File: src/rtl/ordered_list_engine_defines.svh
// assertion macros shared by the ordered list engine rtl
// no dependencies; included by modules that carry concurrent checks
`ifndef ORDERED_LIST_ENGINE_DEFINES_SVH
`define ORDERED_LIST_ENGINE_DEFINES_SVH

// expression holds at every clock edge out of reset
`define OLE_ASSERT_HOLDS(label, clk, rstn, expr) \
    label: assert property (@(posedge clk) disable iff (!(rstn)) (expr)) \
        else $error("ole invariant violated");

// antecedent implies consequent in the same cycle
`define OLE_ASSERT_IMPL(label, clk, rstn, ante, cons) \
    label: assert property (@(posedge clk) disable iff (!(rstn)) (ante) |-> (cons)) \
        else $error("ole implication violated");

`endif

File: src/rtl/ole_pkg.sv
// shared types and codes of the ordered list engine
// no dependencies; imported by the controller, datapath and top level
package ole_pkg;

    typedef enum logic [2:0] {
        CMD_INS_FRONT = 3'd0,
        CMD_INS_END   = 3'd1,
        CMD_INS_AFTER = 3'd2,
        CMD_DEL_FRONT = 3'd3,
        CMD_DEL_END   = 3'd4,
        CMD_DEL_KEY   = 3'd5,
        CMD_SEARCH    = 3'd6,
        CMD_DUMP      = 3'd7
    } cmd_t;

    typedef enum logic [1:0] {
        ST_OK       = 2'd0,
        ST_EMPTY    = 2'd1,
        ST_NOTFOUND = 2'd2,
        ST_FULL     = 2'd3
    } status_t;

    typedef enum logic [3:0] {
        S_IDLE,
        S_DECIDE,
        S_ALLOC,
        S_NODE,
        S_LINK,
        S_DEL_RD,
        S_DEL_CAP,
        S_UNLINK,
        S_WALK_RD,
        S_WALK,
        S_DUMP,
        S_EMIT
    } state_t;

    typedef enum logic [3:0] {
        OP_NONE,
        OP_LOAD,
        OP_ALLOC,
        OP_NODE,
        OP_LINK,
        OP_DEL_RD,
        OP_DEL_CAP,
        OP_UNLINK,
        OP_WALK_RD,
        OP_WALK,
        OP_DUMP,
        OP_EMIT
    } op_t;

    typedef struct packed {
        op_t     op;
        status_t code;
        logic    use_pos;
        logic    use_elem;
    } dp_ctrl_t;

    typedef struct packed {
        cmd_t cmd;
        logic empty;
        logic full;
        logic hit;
        logic next_null;
        logic out_free;
    } dp_stat_t;

    localparam int IN_BITS  = 72;
    localparam int OUT_BITS = 48;

endpackage

File: src/rtl/ordered_list_engine.sv
// Ordered list engine: bounded doubly linked list of signed 32-bit values.
// One command is taken on the s_ channel when s_tvalid and s_tready are high;
// s_tready is high only while the block is idle, so one command is in work
// at a time. Each command gives one result transaction on the m_ channel,
// except dump, which gives one per element with m_tlast on the final one.
// Inserts at front or end pass through the alloc, node and link steps;
// deletes at front or end through read, capture and unlink; empty or full
// answers go straight to the result. Key commands walk the list at one
// node per cycle (registered pool read feeding the next read address) until
// a match or the list end; insert-after then runs the insert steps.
// The output register lets a result wait while the engine returns to idle
// and takes the next command; when the receiver stalls, dump pauses and
// rereads the current node until the output register frees.
// After reset the list is empty and all CAPACITY nodes are free; the pool
// needs no clearing pass, so a command can be taken in the first cycle.
// Depends on ole_pkg, ole_ctrl, ole_datapath and ole_ram.
module ordered_list_engine
    import ole_pkg::*;
#(
    parameter int CAPACITY = 32
) (
    input  logic                aclk,
    input  logic                aresetn,
    input  logic                s_tvalid,
    output logic                s_tready,
    // cmd[2:0], match_key[34:3], new_value[66:35], zero fill to 72
    input  logic [IN_BITS-1:0]  s_tdata,
    output logic                m_tvalid,
    input  logic                m_tready,
    // status[1:0], position[7:2], element[39:8], length[45:40], zero fill to 48
    output logic [OUT_BITS-1:0] m_tdata,
    output logic                m_tlast
);
    dp_ctrl_t ctrl;
    dp_stat_t stat;

    // command sequencer
    ole_ctrl u_ctrl (
        .aclk(aclk), .aresetn(aresetn),
        .s_tvalid(s_tvalid), .s_tready(s_tready),
        .stat(stat), .ctrl(ctrl)
    );

    // node pool and result path
    ole_datapath #(.CAPACITY(CAPACITY)) u_datapath (
        .aclk(aclk), .aresetn(aresetn),
        .s_tdata(s_tdata), .ctrl(ctrl), .stat(stat),
        .m_tvalid(m_tvalid), .m_tready(m_tready),
        .m_tdata(m_tdata), .m_tlast(m_tlast)
    );
endmodule

File: src/rtl/ole_ram.sv
// generic single write port ram with registered read
// no dependencies
module ole_ram #(
    parameter int WIDTH = 32,
    parameter int DEPTH = 32
) (
    input  logic                     aclk,
    input  logic                     we,
    input  logic [$clog2(DEPTH)-1:0] waddr,
    input  logic [WIDTH-1:0]         wdata,
    input  logic [$clog2(DEPTH)-1:0] raddr,
    output logic [WIDTH-1:0]         rdata
);
    logic [WIDTH-1:0] mem [DEPTH];

    // write port and registered read port
    always_ff @(posedge aclk) begin
        if (we) begin
            mem[waddr] <= wdata;
        end
        rdata <= mem[raddr];
    end
endmodule

File: src/rtl/ole_ctrl.sv
// sequencer of the ordered list engine: decides each command's steps
// depends on ole_pkg
module ole_ctrl
    import ole_pkg::*;
(
    input  logic     aclk,
    input  logic     aresetn,
    input  logic     s_tvalid,
    output logic     s_tready,
    input  dp_stat_t stat,
    output dp_ctrl_t ctrl
);
    state_t  state_reg, state_next;
    status_t code_reg, code_next;
    logic    upos_reg, upos_next;
    logic    uelem_reg, uelem_next;

    // state and result code registers
    always_ff @(posedge aclk) begin
        if (!aresetn) begin
            state_reg <= S_IDLE;
            code_reg  <= ST_OK;
            upos_reg  <= 1'b0;
            uelem_reg <= 1'b0;
        end else begin
            state_reg <= state_next;
            code_reg  <= code_next;
            upos_reg  <= upos_next;
            uelem_reg <= uelem_next;
        end
    end

    // next state
    always_comb begin
        state_next = state_reg;
        code_next  = code_reg;
        upos_next  = upos_reg;
        uelem_next = uelem_reg;
        unique case (state_reg)
            S_IDLE: begin
                if (s_tvalid) state_next = S_DECIDE;
            end
            S_DECIDE: begin
                code_next  = ST_OK;
                upos_next  = 1'b0;
                uelem_next = 1'b0;
                priority if (stat.empty && stat.cmd != CMD_INS_FRONT
                             && stat.cmd != CMD_INS_END) begin
                    code_next  = ST_EMPTY;
                    state_next = S_EMIT;
                end else if (stat.full && (stat.cmd == CMD_INS_FRONT
                             || stat.cmd == CMD_INS_END || stat.cmd == CMD_INS_AFTER)) begin
                    code_next  = ST_FULL;
                    state_next = S_EMIT;
                end else begin
                    unique case (stat.cmd)
                        CMD_INS_FRONT, CMD_INS_END: state_next = S_ALLOC;
                        CMD_DEL_FRONT, CMD_DEL_END: state_next = S_DEL_RD;
                        default:                    state_next = S_WALK_RD;
                    endcase
                end
            end
            S_ALLOC:   state_next = S_NODE;
            S_NODE:    state_next = S_LINK;
            S_LINK:    state_next = S_EMIT;
            S_DEL_RD:  state_next = S_DEL_CAP;
            S_DEL_CAP: state_next = S_UNLINK;
            S_UNLINK: begin
                uelem_next = 1'b1;
                state_next = S_EMIT;
            end
            S_WALK_RD: begin
                state_next = (stat.cmd == CMD_DUMP) ? S_DUMP : S_WALK;
            end
            S_WALK: begin
                if (stat.hit) begin
                    unique case (stat.cmd)
                        CMD_INS_AFTER: state_next = S_ALLOC;
                        CMD_DEL_KEY:   state_next = S_UNLINK;
                        default: begin
                            upos_next  = 1'b1;
                            state_next = S_EMIT;
                        end
                    endcase
                end else if (stat.next_null) begin
                    code_next  = ST_NOTFOUND;
                    state_next = S_EMIT;
                end
            end
            S_DUMP: begin
                if (stat.out_free && stat.next_null) state_next = S_IDLE;
            end
            S_EMIT: begin
                if (stat.out_free) state_next = S_IDLE;
            end
            default: state_next = S_IDLE;
        endcase
    end

    // datapath commands
    always_comb begin
        s_tready      = 1'b0;
        ctrl.op       = OP_NONE;
        ctrl.code     = code_reg;
        ctrl.use_pos  = upos_reg;
        ctrl.use_elem = uelem_reg;
        unique case (state_reg)
            S_IDLE: begin
                s_tready = 1'b1;
                if (s_tvalid) ctrl.op = OP_LOAD;
            end
            S_DECIDE:  ctrl.op = OP_NONE;
            S_ALLOC:   ctrl.op = OP_ALLOC;
            S_NODE:    ctrl.op = OP_NODE;
            S_LINK:    ctrl.op = OP_LINK;
            S_DEL_RD:  ctrl.op = OP_DEL_RD;
            S_DEL_CAP: ctrl.op = OP_DEL_CAP;
            S_UNLINK:  ctrl.op = OP_UNLINK;
            S_WALK_RD: ctrl.op = OP_WALK_RD;
            S_WALK:    ctrl.op = OP_WALK;
            S_DUMP:    ctrl.op = OP_DUMP;
            S_EMIT:    ctrl.op = OP_EMIT;
            default:   ctrl.op = OP_NONE;
        endcase
    end
endmodule

File: src/rtl/ole_datapath.sv
// node pool, list pointers, walk logic and output register of the list engine
// depends on ole_pkg, ole_ram and ordered_list_engine_defines.svh
`include "ordered_list_engine_defines.svh"
module ole_datapath
    import ole_pkg::*;
#(
    parameter int CAPACITY = 32
) (
    input  logic                aclk,
    input  logic                aresetn,
    input  logic [IN_BITS-1:0]  s_tdata,
    input  dp_ctrl_t            ctrl,
    output dp_stat_t            stat,
    output logic                m_tvalid,
    input  logic                m_tready,
    output logic [OUT_BITS-1:0] m_tdata,
    output logic                m_tlast
);
    localparam int PW = $clog2(CAPACITY);
    localparam int LW = PW + 1;
    localparam logic [LW-1:0] NIL = LW'(1) << PW;

    // link reset value: node i points to i+1, last node to null
    function automatic logic [LW-1:0] reset_link(input logic [PW-1:0] idx);
        logic [LW-1:0] nxt;
        nxt = LW'(idx) + LW'(1);
        return (nxt < LW'(CAPACITY)) ? nxt : NIL;
    endfunction

    cmd_t          cmd_reg, cmd_next;
    logic [31:0]   key_reg, key_next;
    logic [31:0]   val_reg, val_next;
    logic [LW-1:0] head_reg, head_next;
    logic [LW-1:0] tail_reg, tail_next;
    logic [LW-1:0] free_reg, free_next;
    logic [LW-1:0] count_reg, count_next;
    logic [LW-1:0] pos_reg, pos_next;
    logic [LW-1:0] p_reg, p_next;
    logic [LW-1:0] q_reg, q_next;
    logic [LW-1:0] n_reg, n_next;
    logic [31:0]   elem_reg, elem_next;
    logic [PW-1:0] raddr_reg;
    logic          fvld_reg;
    logic [CAPACITY-1:0] fwd_written_reg;

    logic          tvalid_reg, tvalid_next;
    status_t       ostat_reg, ostat_next;
    logic [5:0]    opos_reg, opos_next;
    logic [31:0]   oelem_reg, oelem_next;
    logic [5:0]    olen_reg, olen_next;
    logic          olast_reg, olast_next;

    logic [PW-1:0] rd_addr;
    logic          val_we, fwd_we, bwd_we;
    logic [PW-1:0] val_wa, fwd_wa, bwd_wa;
    logic [31:0]   val_wd;
    logic [LW-1:0] fwd_wd, bwd_wd;
    logic [31:0]   val_q;
    logic [LW-1:0] fwd_q, bwd_q, fwd_out;
    logic          out_free;

    // node pool memories
    ole_ram #(.WIDTH(32), .DEPTH(CAPACITY)) u_val_ram (
        .aclk(aclk), .we(val_we), .waddr(val_wa), .wdata(val_wd),
        .raddr(rd_addr), .rdata(val_q)
    );
    ole_ram #(.WIDTH(LW), .DEPTH(CAPACITY)) u_fwd_ram (
        .aclk(aclk), .we(fwd_we), .waddr(fwd_wa), .wdata(fwd_wd),
        .raddr(rd_addr), .rdata(fwd_q)
    );
    ole_ram #(.WIDTH(LW), .DEPTH(CAPACITY)) u_bwd_ram (
        .aclk(aclk), .we(bwd_we), .waddr(bwd_wa), .wdata(bwd_wd),
        .raddr(rd_addr), .rdata(bwd_q)
    );

    // unwritten forward links read as the initial free chain
    assign fwd_out  = fvld_reg ? fwd_q : reset_link(raddr_reg);
    assign out_free = !tvalid_reg || m_tready;

    assign stat.cmd       = cmd_reg;
    assign stat.empty     = head_reg[PW];
    assign stat.full      = free_reg[PW];
    assign stat.hit       = (val_q == key_reg);
    assign stat.next_null = fwd_out[PW];
    assign stat.out_free  = out_free;

    // step logic
    always_comb begin
        cmd_next   = cmd_reg;
        key_next   = key_reg;
        val_next   = val_reg;
        head_next  = head_reg;
        tail_next  = tail_reg;
        free_next  = free_reg;
        count_next = count_reg;
        pos_next   = pos_reg;
        p_next     = p_reg;
        q_next     = q_reg;
        n_next     = n_reg;
        elem_next  = elem_reg;
        rd_addr    = raddr_reg;
        val_we = 1'b0; val_wa = '0; val_wd = '0;
        fwd_we = 1'b0; fwd_wa = '0; fwd_wd = '0;
        bwd_we = 1'b0; bwd_wa = '0; bwd_wd = '0;
        tvalid_next = tvalid_reg && !m_tready;
        ostat_next  = ostat_reg;
        opos_next   = opos_reg;
        oelem_next  = oelem_reg;
        olen_next   = olen_reg;
        olast_next  = olast_reg;
        unique case (ctrl.op)
            OP_NONE: ;
            OP_LOAD: begin
                cmd_next = cmd_t'(s_tdata[2:0]);
                key_next = s_tdata[34:3];
                val_next = s_tdata[66:35];
            end
            OP_ALLOC: begin
                rd_addr = free_reg[PW-1:0];
                if (cmd_reg == CMD_INS_FRONT) begin
                    p_next = NIL;
                    q_next = head_reg;
                end else if (cmd_reg == CMD_INS_END) begin
                    p_next = tail_reg;
                    q_next = NIL;
                end
            end
            OP_NODE: begin
                n_next     = free_reg;
                free_next  = fwd_out;
                count_next = count_reg + LW'(1);
                val_we = 1'b1; val_wa = free_reg[PW-1:0]; val_wd = val_reg;
                fwd_we = 1'b1; fwd_wa = free_reg[PW-1:0]; fwd_wd = q_reg;
                bwd_we = 1'b1; bwd_wa = free_reg[PW-1:0]; bwd_wd = p_reg;
            end
            OP_LINK: begin
                if (p_reg[PW]) begin
                    head_next = n_reg;
                end else begin
                    fwd_we = 1'b1; fwd_wa = p_reg[PW-1:0]; fwd_wd = n_reg;
                end
                if (q_reg[PW]) begin
                    tail_next = n_reg;
                end else begin
                    bwd_we = 1'b1; bwd_wa = q_reg[PW-1:0]; bwd_wd = n_reg;
                end
            end
            OP_DEL_RD: begin
                rd_addr = (cmd_reg == CMD_DEL_FRONT) ? head_reg[PW-1:0] : tail_reg[PW-1:0];
            end
            OP_DEL_CAP: begin
                p_next     = bwd_q;
                q_next     = fwd_out;
                elem_next  = val_q;
                free_next  = {1'b0, raddr_reg};
                count_next = count_reg - LW'(1);
                fwd_we = 1'b1; fwd_wa = raddr_reg; fwd_wd = free_reg;
            end
            OP_UNLINK: begin
                if (p_reg[PW]) begin
                    head_next = q_reg;
                end else begin
                    fwd_we = 1'b1; fwd_wa = p_reg[PW-1:0]; fwd_wd = q_reg;
                end
                if (q_reg[PW]) begin
                    tail_next = p_reg;
                end else begin
                    bwd_we = 1'b1; bwd_wa = q_reg[PW-1:0]; bwd_wd = p_reg;
                end
            end
            OP_WALK_RD: begin
                rd_addr  = head_reg[PW-1:0];
                pos_next = LW'(1);
            end
            OP_WALK: begin
                if (stat.hit) begin
                    if (cmd_reg == CMD_INS_AFTER) begin
                        p_next = {1'b0, raddr_reg};
                        q_next = fwd_out;
                    end else if (cmd_reg == CMD_DEL_KEY) begin
                        p_next     = bwd_q;
                        q_next     = fwd_out;
                        elem_next  = val_q;
                        free_next  = {1'b0, raddr_reg};
                        count_next = count_reg - LW'(1);
                        fwd_we = 1'b1; fwd_wa = raddr_reg; fwd_wd = free_reg;
                    end
                end else begin
                    rd_addr  = fwd_out[PW-1:0];
                    pos_next = pos_reg + LW'(1);
                end
            end
            OP_DUMP: begin
                if (out_free) begin
                    tvalid_next = 1'b1;
                    ostat_next  = ST_OK;
                    opos_next   = 6'(pos_reg);
                    oelem_next  = val_q;
                    olen_next   = 6'(count_reg);
                    olast_next  = fwd_out[PW];
                    rd_addr     = fwd_out[PW-1:0];
                    pos_next    = pos_reg + LW'(1);
                end
            end
            OP_EMIT: begin
                if (out_free) begin
                    tvalid_next = 1'b1;
                    ostat_next  = ctrl.code;
                    opos_next   = ctrl.use_pos ? 6'(pos_reg) : 6'd0;
                    oelem_next  = ctrl.use_elem ? elem_reg : 32'd0;
                    olen_next   = 6'(count_reg);
                    olast_next  = 1'b1;
                end
            end
            default: ;
        endcase
    end

    // list pointers, write marks and output valid
    always_ff @(posedge aclk) begin
        if (!aresetn) begin
            head_reg        <= NIL;
            tail_reg        <= NIL;
            free_reg        <= '0;
            count_reg       <= '0;
            fwd_written_reg <= '0;
            tvalid_reg      <= 1'b0;
        end else begin
            head_reg   <= head_next;
            tail_reg   <= tail_next;
            free_reg   <= free_next;
            count_reg  <= count_next;
            tvalid_reg <= tvalid_next;
            if (fwd_we) fwd_written_reg[fwd_wa] <= 1'b1;
        end
    end

    // working and payload registers
    always_ff @(posedge aclk) begin
        cmd_reg   <= cmd_next;
        key_reg   <= key_next;
        val_reg   <= val_next;
        pos_reg   <= pos_next;
        p_reg     <= p_next;
        q_reg     <= q_next;
        n_reg     <= n_next;
        elem_reg  <= elem_next;
        raddr_reg <= rd_addr;
        fvld_reg  <= fwd_written_reg[rd_addr];
        ostat_reg <= ostat_next;
        opos_reg  <= opos_next;
        oelem_reg <= oelem_next;
        olen_reg  <= olen_next;
        olast_reg <= olast_next;
    end

    assign m_tvalid = tvalid_reg;
    assign m_tlast  = olast_reg;
    assign m_tdata  = {2'b00, olen_reg, oelem_reg, opos_reg, ostat_reg};

    // list bookkeeping is consistent whenever no pointer update is under way
    `OLE_ASSERT_IMPL(a_head_vs_count, aclk, aresetn, ctrl.op == OP_NONE || ctrl.op == OP_LOAD || ctrl.op == OP_EMIT, head_reg[PW] == (count_reg == '0))
    `OLE_ASSERT_IMPL(a_tail_vs_count, aclk, aresetn, ctrl.op == OP_NONE || ctrl.op == OP_LOAD || ctrl.op == OP_EMIT, tail_reg[PW] == (count_reg == '0))
    `OLE_ASSERT_IMPL(a_full_count, aclk, aresetn, free_reg[PW], count_reg == LW'(CAPACITY))
endmodule
File: config.mk
export PLATFORM = sky130hd
export DESIGN_NAME = ordered_list_engine
export DESIGN_NICKNAME = d
export VERILOG_FILES = /design/src/rtl/ole_pkg.sv /design/src/rtl/ordered_list_engine.sv /design/src/rtl/ole_ram.sv /design/src/rtl/ole_ctrl.sv /design/src/rtl/ole_datapath.sv
export VERILOG_INCLUDE_DIRS = /design/src /design/src/rtl
export SDC_FILE = /design/constraint.sdc
export NUM_CORES = 2
export LEC_CHECK = 0
export ABC_AREA = 1
export BUFFER_PORTS_ARGS = -buffer_cell sky130_fd_sc_hd__buf_4
export CAP_MARGIN = 20
export CORE_MARGIN = 2
export CORE_UTILIZATION = 40
export DETAILED_ROUTE_END_ITERATION = 16
export PLACE_DENSITY = 0.65
export SLEW_MARGIN = 15
export SYNTH_ARGS = -nofsm -noshare
export SYNTH_HDL_FRONTEND = slang
export SYNTH_SLANG_ARGS = --single-unit
File: constraint.sdc
create_clock -name aclk -period 5.26 [get_ports aclk]
set_clock_uncertainty 0.05 [all_clocks]
set_input_delay 0.263 -clock aclk [delete_from_list [all_inputs] [get_ports aclk]]
set_output_delay 0.263 -clock aclk [all_outputs]
set_load 0.01 [all_outputs]
==> results.json <==
{
  "reg_top3": "u_datapath.u_val_ram.mem (1024), u_datapath.u_bwd_ram.mem (192), u_datapath.u_fwd_ram.mem (192)",
  "synth_area_um2": 74100,
  "insertion_delay_ps": 840,
  "ys_seq_elements": 1693,
  "syn_to_final_growth_pct": 13.7,
  "route.met2.wl_um": 95000,
  "n_fill_cell": 16582,
  "fin_ws_ps": 694,
  "period_minus_slack_ps": 4570,
  "final_layout_size_suffix_gt1_frac": 0.0856,
  "place_area_um2": 78000,
  "drt-met1-wl_um": 84800,
  "cts_buffers": 175,
  "synth_edf_count": 1578,
  "netlist_instances": 7125,
  "grt_usage": 0.215,
  "seqCellArea_um2": 49700,
  "max_freq_mhz": 219,
  "worst_setup_path_end_kind": "register",
  "crit_path_start_kind": "register",
  "holdWs_ps": 106,
  "timing_hold_violations_final": 0,
  "coreArea_um2": 184000,
  "largest_reg_flops": 1024,
  "final_cell_mix": "1824 x nand2_1, 1578 x edfxtp_1, 975 x nand3_1, 941 x inv_1, 679 x nand4_1",
  "ios": 127,
  "hold_class": "in2reg",
  "rsz0062_at_grt": "false",
  "grt-ovfl-total": 0,
  "routed_wl_um": 206000,
  "route.met3.wl_um": 20600,
  "max-slew-margin-rel": 0.190,
  "synth_cell_type_count": 52,
  "grt_max_degree": 197,
  "cp.required_ps": 5870,
  "dp.cells": 9395,
  "final_util": 0.459,
  "setup-tns-final_ps": 0,
  "start_util": 0.404,
  "multi_input_area_um2": 19100,
  "post-dp-hpwl_um": 112000,
  "clk_pin_slew_ps": 60,
  "leakagePower_nw": 34.2,
  "path_class": "reg2reg",
  "cap_violations": 0,
  "design_area_um2": 84300,
  "wl_per_cell_um": 21.1,
  "die_x_um": 434,
  "cp.arrival_ps": 5170,
  "yosysWarnings": 0,
  "first_pass_iters": 5,
  "cts.sinks": 1693,
  "tightest_slew_ps": 1220,
  "fp.dieH_um": 434,
  "largest-register": "u_datapath.u_val_ram.mem",
  "status": "finished, final reports clean",
  "place.gp.congestion": 0.908,
  "cts_max_level": 4,
  "antenna_found_initial": 9,
  "total_power_mw": 41.4,
  "syn_avg_cell_area_um2": 10.4,
  "rows": 157,
  "grt_pass1_wl_um": 309000,
  "dieArea_um2": 189000,
  "setup_viol": 0,
  "final_common_cell": "nand2_1",
  "drc_errors": 0,
  "clk_path_buf_depth": 3,
  "drt-vias-per-instance": 5.43,
  "ys_async_sr_fraction": 0,
  "final_cells": 9793,
  "power.density_nw_per_um2": 492,
  "ctsResizeCount": 0,
  "cts_root_buffer": "clkbuf_16",
  "vias": 53144,
  "fin_crit_sh": 0.868,
  "cts_tree": "done",
  "final_antenna_net_count": 0,
  "synth_ff_type": "edfxtp_1",
  "top_layer": "met5",
  "pre_cts_ws_ps": 742,
  "drv_slew": 0,
  "portBuffers": 119,
  "ir_drop_mv": 0.478,
  "synth_seq_area_share": 0.670,
  "nets": 7264,
  "drtIter0Drc": 6494,
  "critPathMaxFanout": 12,
  "first_global_vias": 49990
}
==> cell families after synthesis <==
logic type	after synthesis	synth area share
AOI/OAI and AO/OA	216	0.0166
and+or+nand+nor	3740	0.230
DFF	1693	0.670
other	1	0.0000506
buffers and inverters	1439	0.0781
adders and majority gates	7	0.00128
xor gates and xnor gates	29	0.00343
==> per-layer routing <==
layer | vias up | global-route usage
met2 | 2636 | 0.335
met4 | 4 | 0.0759
met1 | 25577 | 0.299
li1 | 24545 | -
met5 | - | 0
met3 | 382 | 0.0404
==> where the power goes <==
part / internal, mW / switching (mW) / total, mW
clock network: 6.58 / 5.26 / 11.8
logic: 3.93 / 9.51 / 13.4
registers: 15.6 / 0.502 / 16.1
total: 26.2 / 15.3 / 41.4
==> final timing paths <==
check	startpoint	endpoint	slack (ps)	cells past startpoint
worst max-delay path	u_datapath.u_val_ram.rdata[14]	u_datapath.u_val_ram.rdata[23]	690	19
worst min-delay path	s_tdata[53]	u_datapath.val_reg[18]	110	2
worst max register to register	u_datapath.u_val_ram.rdata[14]	u_datapath.u_val_ram.rdata[23]	690	19
worst min register to register	u_datapath.count_reg[5]	u_datapath.olen_reg[5]	380	0
==> area by class of cell <==
class                   instances  area share
diodes                          2   0.0000594
clock buffers                 237      0.0561
clock inverters                86     0.00864
inverters                     958      0.0428
multi-input cells            3994       0.227
flip-flops and latches       1693       0.590
well taps                    2464      0.0366
repair buffers                359      0.0394
==> synthesized netlist by cell type, types with 2 or more instances <==
master	number	share of area
inv_1	942	0.048
nand3_1	976	0.066
buf_1	46	0.0023
or2_2	2	0.00017
o31ai_1	3	0.00030
o211ai_1	4	0.00041
clkbuf_1	212	0.011
edfxtp_1	1578	0.64
nor2_2	8	0.00068
o311ai_0	2	0.00024
clkinv_1	4	0.00020
a22oi_1	2	0.00020
o221ai_1	6	0.00071
inv_2	12	0.00061
a221oi_1	2	0.00024
buf_2	193	0.013
buf_4	21	0.0021
dfxtp_1	115	0.031
a21oi_1	48	0.0032
a31oi_1	10	0.00084
a211oi_1	7	0.00071
o22ai_1	2	0.00017
nor2_4	4	0.00061
o21ai_0	80	0.0054
xor2_1	6	0.00071
ha_1	6	0.0010
a21boi_0	2	0.00020
buf_6	9	0.0014
nand2_2	3	0.00025
nand4_1	679	0.057
nand2_1	1824	0.092
nor2_1	230	0.012
xnor2_1	23	0.0027
nor4_1	2	0.00017
nand3_2	3	0.00041
o21ai_1	37	0.0025
nor3_1	7	0.00047
==> worst max-delay path: stages, from the launching register on <==
cell,delay [ps]
dfxtp_1,670
xnor2_1,180
nand2_1,80
nor2_1,90
nand2_1,70
nor2_2,300
nand2_1,240
nand2_1,190
nand2_1,120
nand2_1,110
nand2_1,90
nor2_4,780
buf_4,290
buf_4,150
nand3_1,70
nand3_1,80
nand3_1,110
nand2_1,180
nand2_1,80
nand2_1,440
==> what timing repair did <==
| action | in CTS | in global routing |
|---|---|---|
| hold buffers | 70 | 0 |
| buffers inserted | 0 | 0 |
| hold endpoints to repair | 95 | 0 |
| endpoints found under the setup margin | 0 | 0 |
(Power assumes the default switching activity.)
